[src/hdl/rabs_pkg.sv]
package rabs_pkg;

  // fixed field widths
  localparam int COLOR_W = 8;
  localparam int INDEX_W = 19;
  localparam int GRAY_W  = 8;
  localparam int THR_W   = 8;
  localparam int RATE_W  = 9;
  localparam int DATA_W  = 32;
  localparam int ADDR_W  = 3;

  // default sizing
  localparam int FRAME_PIXELS_DEF = 307200;
  localparam int BG_FRAC_BITS_DEF = 8;

  // register reset values
  localparam logic [THR_W-1:0]  DIFF_THRESHOLD_RESET = THR_W'(20);
  localparam logic [RATE_W-1:0] LEARN_RATE_RESET     = RATE_W'(77);

  // gray weights, sum of weights is 1 << GRAY_SHIFT
  localparam int GRAY_SHIFT = 14;
  localparam int GRAY_SUM_W = 22;
  localparam logic [GRAY_SUM_W-1:0] W_BLUE   = GRAY_SUM_W'(1868);
  localparam logic [GRAY_SUM_W-1:0] W_GREEN  = GRAY_SUM_W'(9617);
  localparam logic [GRAY_SUM_W-1:0] W_RED    = GRAY_SUM_W'(4899);
  localparam logic [GRAY_SUM_W-1:0] GRAY_RND = GRAY_SUM_W'(8192);

  // register map, selected by paddr[2]
  typedef enum logic {
    REG_DIFF_THRESHOLD = 1'b0,
    REG_LEARN_RATE     = 1'b1
  } reg_sel_t;

  typedef struct packed {
    logic [THR_W-1:0]  diff_threshold;
    logic [RATE_W-1:0] learn_rate;
  } cfg_t;

  // weighted gray conversion
  function automatic logic [GRAY_W-1:0] to_gray(input logic [COLOR_W-1:0] b,
                                                input logic [COLOR_W-1:0] g,
                                                input logic [COLOR_W-1:0] r);
    logic [GRAY_SUM_W-1:0] sum;
    sum = GRAY_SUM_W'(b) * W_BLUE + GRAY_SUM_W'(g) * W_GREEN
        + GRAY_SUM_W'(r) * W_RED + GRAY_RND;
    return sum[GRAY_SHIFT +: GRAY_W];
  endfunction

endpackage

[src/hdl/rabs_regs.sv]
module rabs_regs (
  input  logic                          clk,
  input  logic                          rst,
  input  logic                          psel,
  input  logic                          penable,
  input  logic                          pwrite,
  input  logic [rabs_pkg::ADDR_W-1:0]   paddr,
  input  logic [rabs_pkg::DATA_W-1:0]   pwdata,
  output logic [rabs_pkg::DATA_W-1:0]   prdata,
  output logic                          pready,
  output rabs_pkg::cfg_t                cfg
);
  import rabs_pkg::*;

  reg_sel_t sel;
  logic     wr;

  assign sel    = reg_sel_t'(paddr[2]);
  assign wr     = psel && penable && pwrite && pready;
  assign pready = 1'b1;

  // register writes
  always_ff @(posedge clk) begin
    if (rst) begin
      cfg.diff_threshold <= DIFF_THRESHOLD_RESET;
      cfg.learn_rate     <= LEARN_RATE_RESET;
    end else if (wr) begin
      case (sel)
        REG_DIFF_THRESHOLD: cfg.diff_threshold <= pwdata[THR_W-1:0];
        REG_LEARN_RATE:     cfg.learn_rate     <= pwdata[RATE_W-1:0];
        default: ;
      endcase
    end
  end

  // read mux
  always_comb begin
    case (sel)
      REG_DIFF_THRESHOLD: prdata = DATA_W'(cfg.diff_threshold);
      REG_LEARN_RATE:     prdata = DATA_W'(cfg.learn_rate);
      default:            prdata = '0;
    endcase
  end

endmodule

[config.mk]
export PLATFORM = sky130hd
export DESIGN_NAME = rabs_regs
export DESIGN_NICKNAME = d
export VERILOG_FILES = /design/src/hdl/rabs_pkg.sv /design/src/hdl/rabs_regs.sv
export SDC_FILE = /design/constraint.sdc
export NUM_CORES = 1
export LEC_CHECK = 0
export ABC_AREA = 1
export BUFFER_PORTS_ARGS = -buffer_cell sky130_fd_sc_hd__buf_2
export CORE_MARGIN = 2
export CORE_UTILIZATION = 37
export DETAILED_ROUTE_END_ITERATION = 10
export PLACE_DENSITY = 0.79
export SLEW_MARGIN = 25
export SYNTH_ARGS = -nofsm -noshare
export SYNTH_HDL_FRONTEND = slang
export SYNTH_SLANG_ARGS = --single-unit
[constraint.sdc]
create_clock -name clk -period 0.9 [get_ports clk]
set_input_delay 0.045 -clock clk [delete_from_list [all_inputs] [get_ports clk]]
set_output_delay 0.045 -clock clk [all_outputs]
set_load 0.02 [all_outputs]
# Word-level counts from Yosys, hierarchy flattened
# Index checks and enable logic that the tools add are counted.
totals:
  register_bits: 17
  in_bits: 40
  output_inout_bits: 50
  wordCells: 8
classes:
  mux: 1
  n_bitwise: 1
  n_reduce_logical: 4
op_table:
  columns: ["op", "n"]
  rows:
  - ["case mux 32 bit (2 select lines)", 1]
  - ["AND reduction 2 bit", 2]
  - ["logical AND 1 bit", 2]
  - ["inverter 1 bit", 1]

# Logic depth before layout (Yosys ltp)
# Gate-level depths: netlist of the first run.
depth:
  word_depth: 3
  mapped_depth: 6
  mapped_depth_nobuf: 5

# Worst setup path after synthesis of the first run
# Ideal clock, no wire load.
synth_timing:
  kind: "reg2out"
  from: "register cfg[1] (netlist bit)"
  to: "output prdata[1] (netlist bit)"
  t_arrival_ns: 0.673
  t_required_ns: 0.855
  path_slack_ns: 0.182
  path_stages_with_launch: 3
  n_path_buf: 0
  path_cell_list: "dfxtp_1 nand2_1 nand2_1"
synth_via:
  elab_chain_len: 1
synth_rtl:
  columns: ["element", "line_no", "source"]
  rows:
  - ["start: declaration", "rabs_regs.sv:11", "output rabs_pkg::cfg_t cfg"]
  - ["case mux 32 bit (2 select lines)", "rabs_regs.sv:38", "case (sel)"]
  - ["end: declaration", "rabs_regs.sv:9", "output logic [rabs_pkg::DATA_W-1:0] prdata,"]
# No other way between the ends. The select of a mux whose other input is x is not followed.

# Worst setup path after layout of the first run
layout_timing:
  from: "register cfg[5] (netlist bit)"
  to: "output prdata[5] (netlist bit)"
# Same word-level chain as after synthesis.

==> results of run 1 <==
==> through the flow <==
stage                     std cells  utilization, %
final                           234           53.32
after global routing            234           53.32
after CTS                       234           53.32
after detailed placement        224           46.92
after global placement          224           46.92
after floorplan                 176               -
==> area by class of cell <==
| cell class | instances | area (µm²) |
|---|---|---|
| fill | 282 | 1177 |
| multi-input combinational | 118 | 483.0 |
| inverter | 12 | 45.04 |
| tap | 30 | 37.54 |
| sequential | 17 | 361.6 |
| clock buffer | 4 | 26.28 |
| timing repair buffer | 53 | 391.6 |
==> how the worst min path moves through the flow <==
stage	startpoint	endpoint	slack [ns]	cells past startpoint
5_1_grt	pwdata[8]	cfg[8]	0.09	5
2_1_floorplan	pwdata[2]	cfg[11]	0.17	2
4_1_cts	pwdata[8]	cfg[8]	0.05	5
3_5_place_dp	pwdata[6]	cfg[6]	0.28	3
6_report	pwdata[8]	cfg[8]	0.05	5
3_3_place_gp	pwdata[6]	cfg[6]	0.27	3
==> worst reg2reg max path: cells and delay by family, from the launching register on <==
family,cells,cell delay (ns)
and+or+nand+nor,2,0.10
buffers and inverters,1,0.12
DFF,1,0.33
==> layer usage <==
layer / share of wire (%) / track usage, %
met1: 44 / 16.57
met2: 47 / 22.02
met3: 7.1 / 2.791
met4: 1.5 / 6.122
met5: 0 / 0
==> what timing repair did <==
item | in CTS | in global routing
setup endpoints to repair | 10 | 9
hold endpoints to repair | 6 | 0
cloned | 0 | 0
gates resized for setup | 35 | 0
hold buffers | 5 | 0
pin swaps | 8 | 4
buffers inserted | 1 | 0
==> kinds of logic after synthesis <==
kind of cell,after synthesis,synth area share (%)
flops,17,33.83
buf+inv,41,26.37
simple gates,94,39.06
other cells,2,0.7465
==> cells in the final DEF (no fill, tap or decap) <==
cell	n
clkinv_1	1
buf_12	2
clkbuf_1	1
dfxtp_2	17
clkbuf_4	3
inv_1	10
nand2_1	51
dlygate4sd3_1	5
nor2_4	2
conb_1	24
buf_4	6
nor2_1	22
buf_6	9
buf_2	31
nand3_1	18
inv_2	1
nor2_2	1
==> power by group <==
group,total (mW),switching (mW),internal [mW]
registers,0.802,0.0184,0.783
clock network,0.409,0.237,0.172
logic,0.456,0.289,0.167
==> Yosys cell counts (all sizes together) <==
| library cell | instances |
|---|---|
| nand2 | 51 |
| buf | 29 |
| nor2 | 25 |
| nand3 | 18 |
| dfxtp | 17 |
| inv | 11 |
| conb | 2 |
| clkinv | 1 |
==> impl_metrics.py, run 1 <==
metrics = {
    "synth": {
        "synth_area_um2": 1006,
        "netlist_instances": 154,
        "yosys_register_bits": 17,
        "yosysUniqueCellTypes": 13,
        "synth.largest_area_cell": "dfxtp_1",
        "avgSynthCellArea_um2": 6.532,
        "synth_top_area_share_pct": 33.83,
        "synth-seq-area-share_pct": 33.83,
        "netlist_top_cells_area": "dfxtp_1 34%, nand2_1 19%, buf_4 19%",
        "yosysWarnings": 0,
    },
    "floorplanning": {
        "top_level_ports": 90,
        "rows": 18,
        "dieArea_um2": 3152,
        "coreArea_um2": 2522,
        "die_h_um": 56.14,
        "start_util_pct": 39.88,
        "die_w_um": 56.14,
    },
    "sta": {
        "rsz0062_at_grt": "yes",
        "fmax_mhz": 1075,
        "setup_tns_ns": -0.1671,
        "fin_crit_sh_pct": 103.3,
        "hold_viol_final": 0,
        "drv_slew": 0,
        "min_period_ns": 0.9301,
        "hold_slack_ns": 0.05386,
        "setup_viol": 8,
        "fin_skew_ns": 0,
        "finalWorstSetupSlack_ns": -0.03009,
    },
    "setup_path": {
        "r2r-start": "cfg[11]",
        "cp_slowest_stage_delay_ns": 0.35,
        "path_buf_inv": 1,
        "crit_path_start_kind": "flop",
        "end_kind": "output port",
        "crit_family": "flip-flops",
        "crit_path_start": "cfg[5]",
        "cp.arrival_ns": 0.89,
        "reg2reg_to": "cfg[11]",
        "required_ns": 0.85,
        "worstSetupPathDepth": 3,
        "crit_end": "prdata[5]",
        "crit_path_frequent_cell": "nand2_1",
        "crit_fanout": 3,
        "path_class": "flop to output port",
        "worstRegToRegCells": 3,
        "crit_slowest_cell": "dfxtp_2",
        "regToRegSetupSlack_ns": 0.24,
        "worstPathCellList": "nand2_1, nand2_1, buf_6",
    },
    "placed_design": {
        "dpl_cell_area_um2": 1184,
        "pre_cts_slack_ns": 0.04962,
        "port_buffers": 40,
        "routabilityCongestion": 0.6843,
        "place_hpwl_um": 1550,
    },
    "clock_network": {
        "clk_latency_ns": 0.28,
        "numCtsBuffers": 3,
        "cts_tree": "yes",
        "clockRootBuffer": "clkbuf_4",
        "clock_path_buffers": 2,
        "cts_sinks": 17,
        "cts_max_level": 1,
        "cts.clk_slew.worst_paths_ns": 0.10,
    },
    "layout": {
        "stdcell_area_um2": 1345,
        "largest_reg_flops": 17,
        "drive_gt1_share_pct": 35.29,
        "top_regs": "cfg (17)",
        "diodes": 0,
        "area_delta_synth_final_pct": 33.71,
        "regMostFlops": "cfg",
        "nets": 245,
    },
    "detailed_routing": {
        "vias": 961,
        "via_per_inst": 4.107,
        "drt_iter0_markers": 13,
        "drtAntennaViolNets": 0,
        "post_drt_wl_per_cell_um": 9.299,
        "dr.pass1.iters": 4,
        "drc": 0,
        "wirelength_um": 2176,
    },
    "global_route": {
        "grt_overflow": 0,
        "grt_max_degree": 18,
        "antenna_found_initial": 0,
        "groute.usage.overall_pct": 13.37,
        "first_global_vias": 761,
        "grt_pass1_wl_um": 3332,
    },
    "run": {
        "cap_violations": 0,
    },
    "pwr": {
        "p_total_mw": 1.666,
        "powerDensity_nw_per_um2": 1239,
        "leakagePower_nw": 0.7540,
        "peakVddDrop_v": 0.0006267,
    },
    "outcome": {
        "violations": "negative setup slack",
        "status": "finished with violations",
    },
    "hold_path": {
        "min-delay-path-class": "input pin to flop",
    },
}
Power figures use the tool's default switching activity.
==> inputs of run 2 (changes only) <==
==> constraint.sdc (replaced) <==
create_clock -name clk -period 0.9 [get_ports clk]
set_input_delay 0.18 -clock clk [delete_from_list [all_inputs] [get_ports clk]]
set_output_delay 0.18 -clock clk [all_outputs]
set_load 0.02 [all_outputs]
==> impl_metrics.py, run 2 (synthesis gave the netlist of run 1 again) <==
metrics = {
    "sta": {
        "hold_viol_final": 0,
        "finalWorstSetupSlack_ns": -0.1827,
        "rsz0062_at_grt": "yes",
        "drv_slew": 0,
        "setup_tns_ns": -2.987,
        "fin_crit_sh_pct": 120.3,
        "setup_viol": 26,
        "fmax_mhz": 923.6,
        "hold_slack_ns": 0.1176,
        "fin_skew_ns": 0,
        "min_period_ns": 1.083,
    },
    "global_route": {
        "groute.usage.overall_pct": 14.68,
        "antenna_found_initial": 0,
        "first_global_vias": 886,
        "grt_overflow": 0,
        "grt_max_degree": 18,
        "grt_pass1_wl_um": 3691,
    },
    "detailed_routing": {
        "dr.pass1.iters": 4,
        "post_drt_wl_per_cell_um": 9.723,
        "drtAntennaViolNets": 0,
        "vias": 965,
        "via_per_inst": 4.055,
        "drc": 0,
        "drt_iter0_markers": 35,
        "wirelength_um": 2314,
    },
    "layout": {
        "final_cell_mix": "41 x nand2_1, 27 x buf_6, 24 x conb_1",
        "regMostFlops": "cfg",
        "top_regs": "cfg (17)",
        "largest_reg_flops": 17,
        "nets": 249,
        "finalNonFillerCells": 238,
        "stdcell_area_um2": 1485,
        "post-route-util_pct": 58.88,
        "diodes": 0,
        "layout_commonest_cell": "nand2_1",
        "area_delta_synth_final_pct": 47.64,
        "drive_gt1_share_pct": 43.75,
    },
    "pwr": {
        "internal-power_mw": 1.154,
        "swShare_pct": 32.48,
        "leakagePower_nw": 0.8044,
        "clkPwrFrac_pct": 23.8,
        "power_frac_comb_pct": 29.1,
        "peakVddDrop_v": 0.0008787,
        "p_switching_uw": 555.0,
        "seqPwrFrac_pct": 47.2,
        "powerDensity_nw_per_um2": 1151,
    },
    "floorplanning": {
        "start_util_pct": 39.88,
        "coreArea_um2": 2522,
        "rows": 18,
        "top_level_ports": 90,
        "die_h_um": 56.14,
        "dieArea_um2": 3152,
        "die_w_um": 56.14,
    },
    "clock_network": {
        "clockRootBuffer": "clkbuf_4",
        "cts.clk_slew.worst_paths_ns": 0.10,
        "cts_hold_buf": 0,
        "clock_path_buffers": 2,
        "numCtsBuffers": 3,
        "cts_sinks": 17,
        "cts_tree": "yes",
        "cts_max_level": 1,
        "clk_latency_ns": 0.28,
    },
    "setup_path": {
        "end_kind": "output port",
        "crit_path_start_kind": "flop",
        "required_ns": 0.72,
        "crit_fanout": 3,
        "path_class": "flop to output port",
        "cp.arrival_ns": 0.90,
    },
    "outcome": {
        "violations": "negative setup slack",
        "status": "finished with violations",
    },
    "placed_design": {
        "dpl_cell_area_um2": 1184,
        "port_buffers": 40,
        "placed_cells": 223,
        "place_hpwl_um": 1587,
        "routabilityCongestion": 0.7188,
    },
    "hold_path": {
        "min-delay-path-class": "input pin to flop",
    },
    "run": {
        "cap_violations": 0,
    },
}
[run 2: cell types whose count changed in the layout (fill, tap and decap cells not counted), sizes merged]
| cell | change |
|---|---|
| buf | +9 |
| dlygate4sd3 | -5 |
[run 2: final cells by class]
type | instances | area (µm²)
fillers | 240 | 1037
multi-input cells | 118 | 508.0
repair buffers | 57 | 506.7
flip-flops and latches | 17 | 361.6
inverters | 12 | 45.04
well taps | 30 | 37.54
clock buffers | 4 | 26.28
[run 2: metal layers]
metal	up-vias	track usage (%)	share of wire (%)
met5	-	0	0
met3	0	3.023	5.7
met1	404	17.49	41
met2	33	25.55	53
li1	528	-	-
met4	0	5.782	0
[run 2: path summary, 6_finish.rpt]
check	startpoint	end	slack, ns	depth (start not counted)
max reg2reg	cfg[11]	cfg[11]	0.13	4
max	cfg[7]	prdata[7]	-0.18	3
min	pwdata[0]	cfg[0]	0.12	3
min reg2reg	cfg[13]	cfg[13]	0.48	2
[run 2: power by group through the flow]
stage                     registers [mW]  clock network, mW  logic (mW)
final                              0.806              0.406       0.497
after global routing               0.810              0.464       0.541
after CTS                          0.806              0.423       0.465
after detailed placement           0.815                  0       0.405
after global placement             0.814                  0       0.402
after floorplan                    0.846                  0       0.336
[run 2: timing repair]
| item | in CTS | in global routing |
|---|---|---|
| pin swaps | 1 | 2 |
| gates cloned | 0 | 0 |
| buffers inserted | 3 | 8 |
| resized for setup | 59 | 13 |
| setup endpoints to repair | 26 | 26 |
| endpoints found under the hold margin | 0 | 0 |
[run 2: worst max-delay path, cell delays in order (launching register included)]
cell and delay [ns]:
dfxtp_2 0.36, nand2_1 0.06, nand2_2 0.08, buf_6 0.12
[run 2: per-stage QoR]
stage	setup slack (ns)	power, mW
floorplan	0.004561	1.182
global placement	-0.09333	1.215
detailed placement	-0.1096	1.220
CTS	-0.1757	1.694
global route	-0.2358	1.815
finish	-0.1827	1.709
==> inputs of run 3 (changes only) <==
--- a/config.mk
+++ b/config.mk
@@ -8,9 +8,10 @@
 export ABC_AREA = 1
 export BUFFER_PORTS_ARGS = -buffer_cell sky130_fd_sc_hd__buf_2
 export CORE_MARGIN = 2
-export CORE_UTILIZATION = 37
+export CORE_UTILIZATION = 40
 export DETAILED_ROUTE_END_ITERATION = 10
-export PLACE_DENSITY = 0.79
+export PLACE_DENSITY = 0.85
+export SETUP_SLACK_MARGIN = 0.5
 export SLEW_MARGIN = 25
 export SYNTH_ARGS = -nofsm -noshare
 export SYNTH_HDL_FRONTEND = slang
==> constraint.sdc (replaced) <==
create_clock -name clk -period 1.35 [get_ports clk]
set_input_delay 0.27 -clock clk [delete_from_list [all_inputs] [get_ports clk]]
set_output_delay 0.27 -clock clk [all_outputs]
set_load 0.02 [all_outputs]
==> impl_metrics.py, run 3 (synthesis gave the netlist of run 1 again) <==
metrics = {
    "global_route": {
        "antenna_found_initial": 0,
        "first_global_vias": 840,
        "grt_pass1_wl_um": 3422,
        "groute.usage.overall_pct": 16.40,
        "grt_max_degree": 18,
        "grt_overflow": 0,
    },
    "detailed_routing": {
        "drtAntennaViolNets": 0,
        "drc": 0,
        "dr.pass1.iters": 4,
        "drt_iter0_markers": 11,
        "post_drt_wl_per_cell_um": 10.56,
        "wirelength_um": 2386,
        "vias": 977,
        "via_per_inst": 4.323,
    },
    "clock_network": {
        "clock_path_buffers": 2,
        "clk_latency_ns": 0.29,
        "numCtsBuffers": 3,
        "cts_hold_buf": 0,
        "cts_sinks": 17,
        "cts_tree": "yes",
        "cts.clk_slew.worst_paths_ns": 0.09,
        "clockRootBuffer": "clkbuf_4",
        "cts_max_level": 1,
    },
    "sta": {
        "setup_tns_ns": 0,
        "hold_viol_final": 0,
        "min_period_ns": 1.169,
        "rsz0062_at_grt": "yes",
        "setup_viol": 0,
        "fin_crit_sh_pct": 86.56,
        "drv_slew": 0,
        "fin_skew_ns": 0,
        "fmax_mhz": 855.8,
    },
    "layout": {
        "fillerInstances": 223,
        "largest_reg_flops": 17,
        "area_delta_synth_final_pct": 47.02,
        "regMostFlops": "cfg",
        "stdcell_area_um2": 1479,
        "nets": 237,
        "top_regs": "cfg (17)",
        "drive_gt1_share_pct": 48.98,
        "layout_commonest_cell": "nand2_1",
        "diodes": 0,
        "final_cell_mix": "26 x nand2_1, 24 x conb_1, 22 x nor2_1",
    },
    "pwr": {
        "powerDensity_nw_per_um2": 775.7,
        "leakagePower_nw": 0.7648,
        "peakVddDrop_v": 0.0003973,
    },
    "setup_path": {
        "crit_fanout": 3,
        "worstPathCellList": "nand2_2, nand2_4, buf_6",
        "crit_path_start_kind": "flop",
        "path_class": "flop to output port",
        "cp.arrival_ns": 0.90,
        "worstRegToRegCells": 3,
        "end_kind": "output port",
        "required_ns": 1.08,
        "crit_slowest_cell": "dfxtp_2",
        "cp_slowest_stage_delay_ns": 0.36,
    },
    "floorplanning": {
        "start_util_pct": 41.36,
        "die_h_um": 54.15,
        "rows": 18,
        "dieArea_um2": 2932,
        "top_level_ports": 90,
        "die_w_um": 54.15,
        "coreArea_um2": 2432,
    },
    "run": {
        "cap_violations": 0,
    },
    "placed_design": {
        "place_hpwl_um": 1612,
        "routabilityCongestion": 0.6860,
        "dpl_cell_area_um2": 1234,
        "port_buffers": 40,
    },
    "outcome": {
        "status": "completed",
    },
    "hold_path": {
        "hold-path-cell-count": 3,
        "min-delay-path-class": "input pin to flop",
    },
}
[run 3: changes by cell type in the layout (fill, tap and decap cells not counted), moves of 2 or more]
cell | previous run | this run
dfxtp_4 | 0 | 2
buf_6 | 27 | 21
nand2_4 | 0 | 9
nand2_1 | 41 | 26
buf_4 | 15 | 10
nand2_2 | 10 | 16
dfxtp_2 | 17 | 15
[run 3: final cells by class]
| type | count | area [µm²] | area share, % |
|---|---|---|---|
| clock buffer | 4 | 26.28 | 1.777 |
| inverter | 12 | 56.30 | 3.807 |
| multi-input combinational | 118 | 595.6 | 40.27 |
| sequential | 17 | 366.6 | 24.79 |
| tap | 30 | 37.54 | 2.538 |
| timing repair buffer | 45 | 396.6 | 26.82 |
[run 3: stage by stage]
stage | instances | utilization [%] | total power, mW | worst slack, ns | hold slack [ns]
3_5_place_dp | 220 | 50.72 | 0.8260 | 0.09172 | 0.4662
2_1_floorplan | 176 | - | 0.8140 | 0.3330 | 0.3961
4_1_cts | 225 | 58.44 | 1.138 | 0.1898 | 0.2016
3_3_place_gp | 220 | 50.72 | 0.8217 | 0.09247 | 0.4615
5_1_grt | 226 | 60.80 | 1.200 | 0.1500 | 0.2136
6_report | 226 | 60.80 | 1.147 | 0.1814 | 0.2009
[run 3: final timing paths]
| path | from | end | slack (ns) |
|---|---|---|---|
| worst max-delay path | cfg[2] | prdata[2] | 0.18 |
| worst min-delay path | pwdata[2] | cfg[2] | 0.20 |
| worst max register to register | cfg[0] | cfg[0] | 0.66 |
| worst min register to register | cfg[2] | cfg[2] | 0.50 |
[run 3: timing repair]
item	4_1_cts	5_1_grt
resized for setup	63	15
endpoints found under the setup margin	26	40
pin swaps	8	4
buffers inserted	1	1
[run 3: critical path: cells and delay by family (launching register included)]
kind | cells | cell delay [ns]
flops | 1 | 0.36
buf+inv | 1 | 0.11
simple gates | 2 | 0.14
[run 3: where the power goes]
part | internal (mW) | switching, mW | leakage, nW
Combinational | 0.124 | 0.210 | 0.608
Sequential | 0.520 | 0.0187 | 0.142
Clock | 0.115 | 0.159 | 0.0150
[run 3: routing by layer]
metal / wire length (µm) / track usage (%)
met2: 1280 / 30.92
met5: 0 / 0
met1: 914 / 16.89
met4: 39 / 8.750
met3: 151 / 2.778
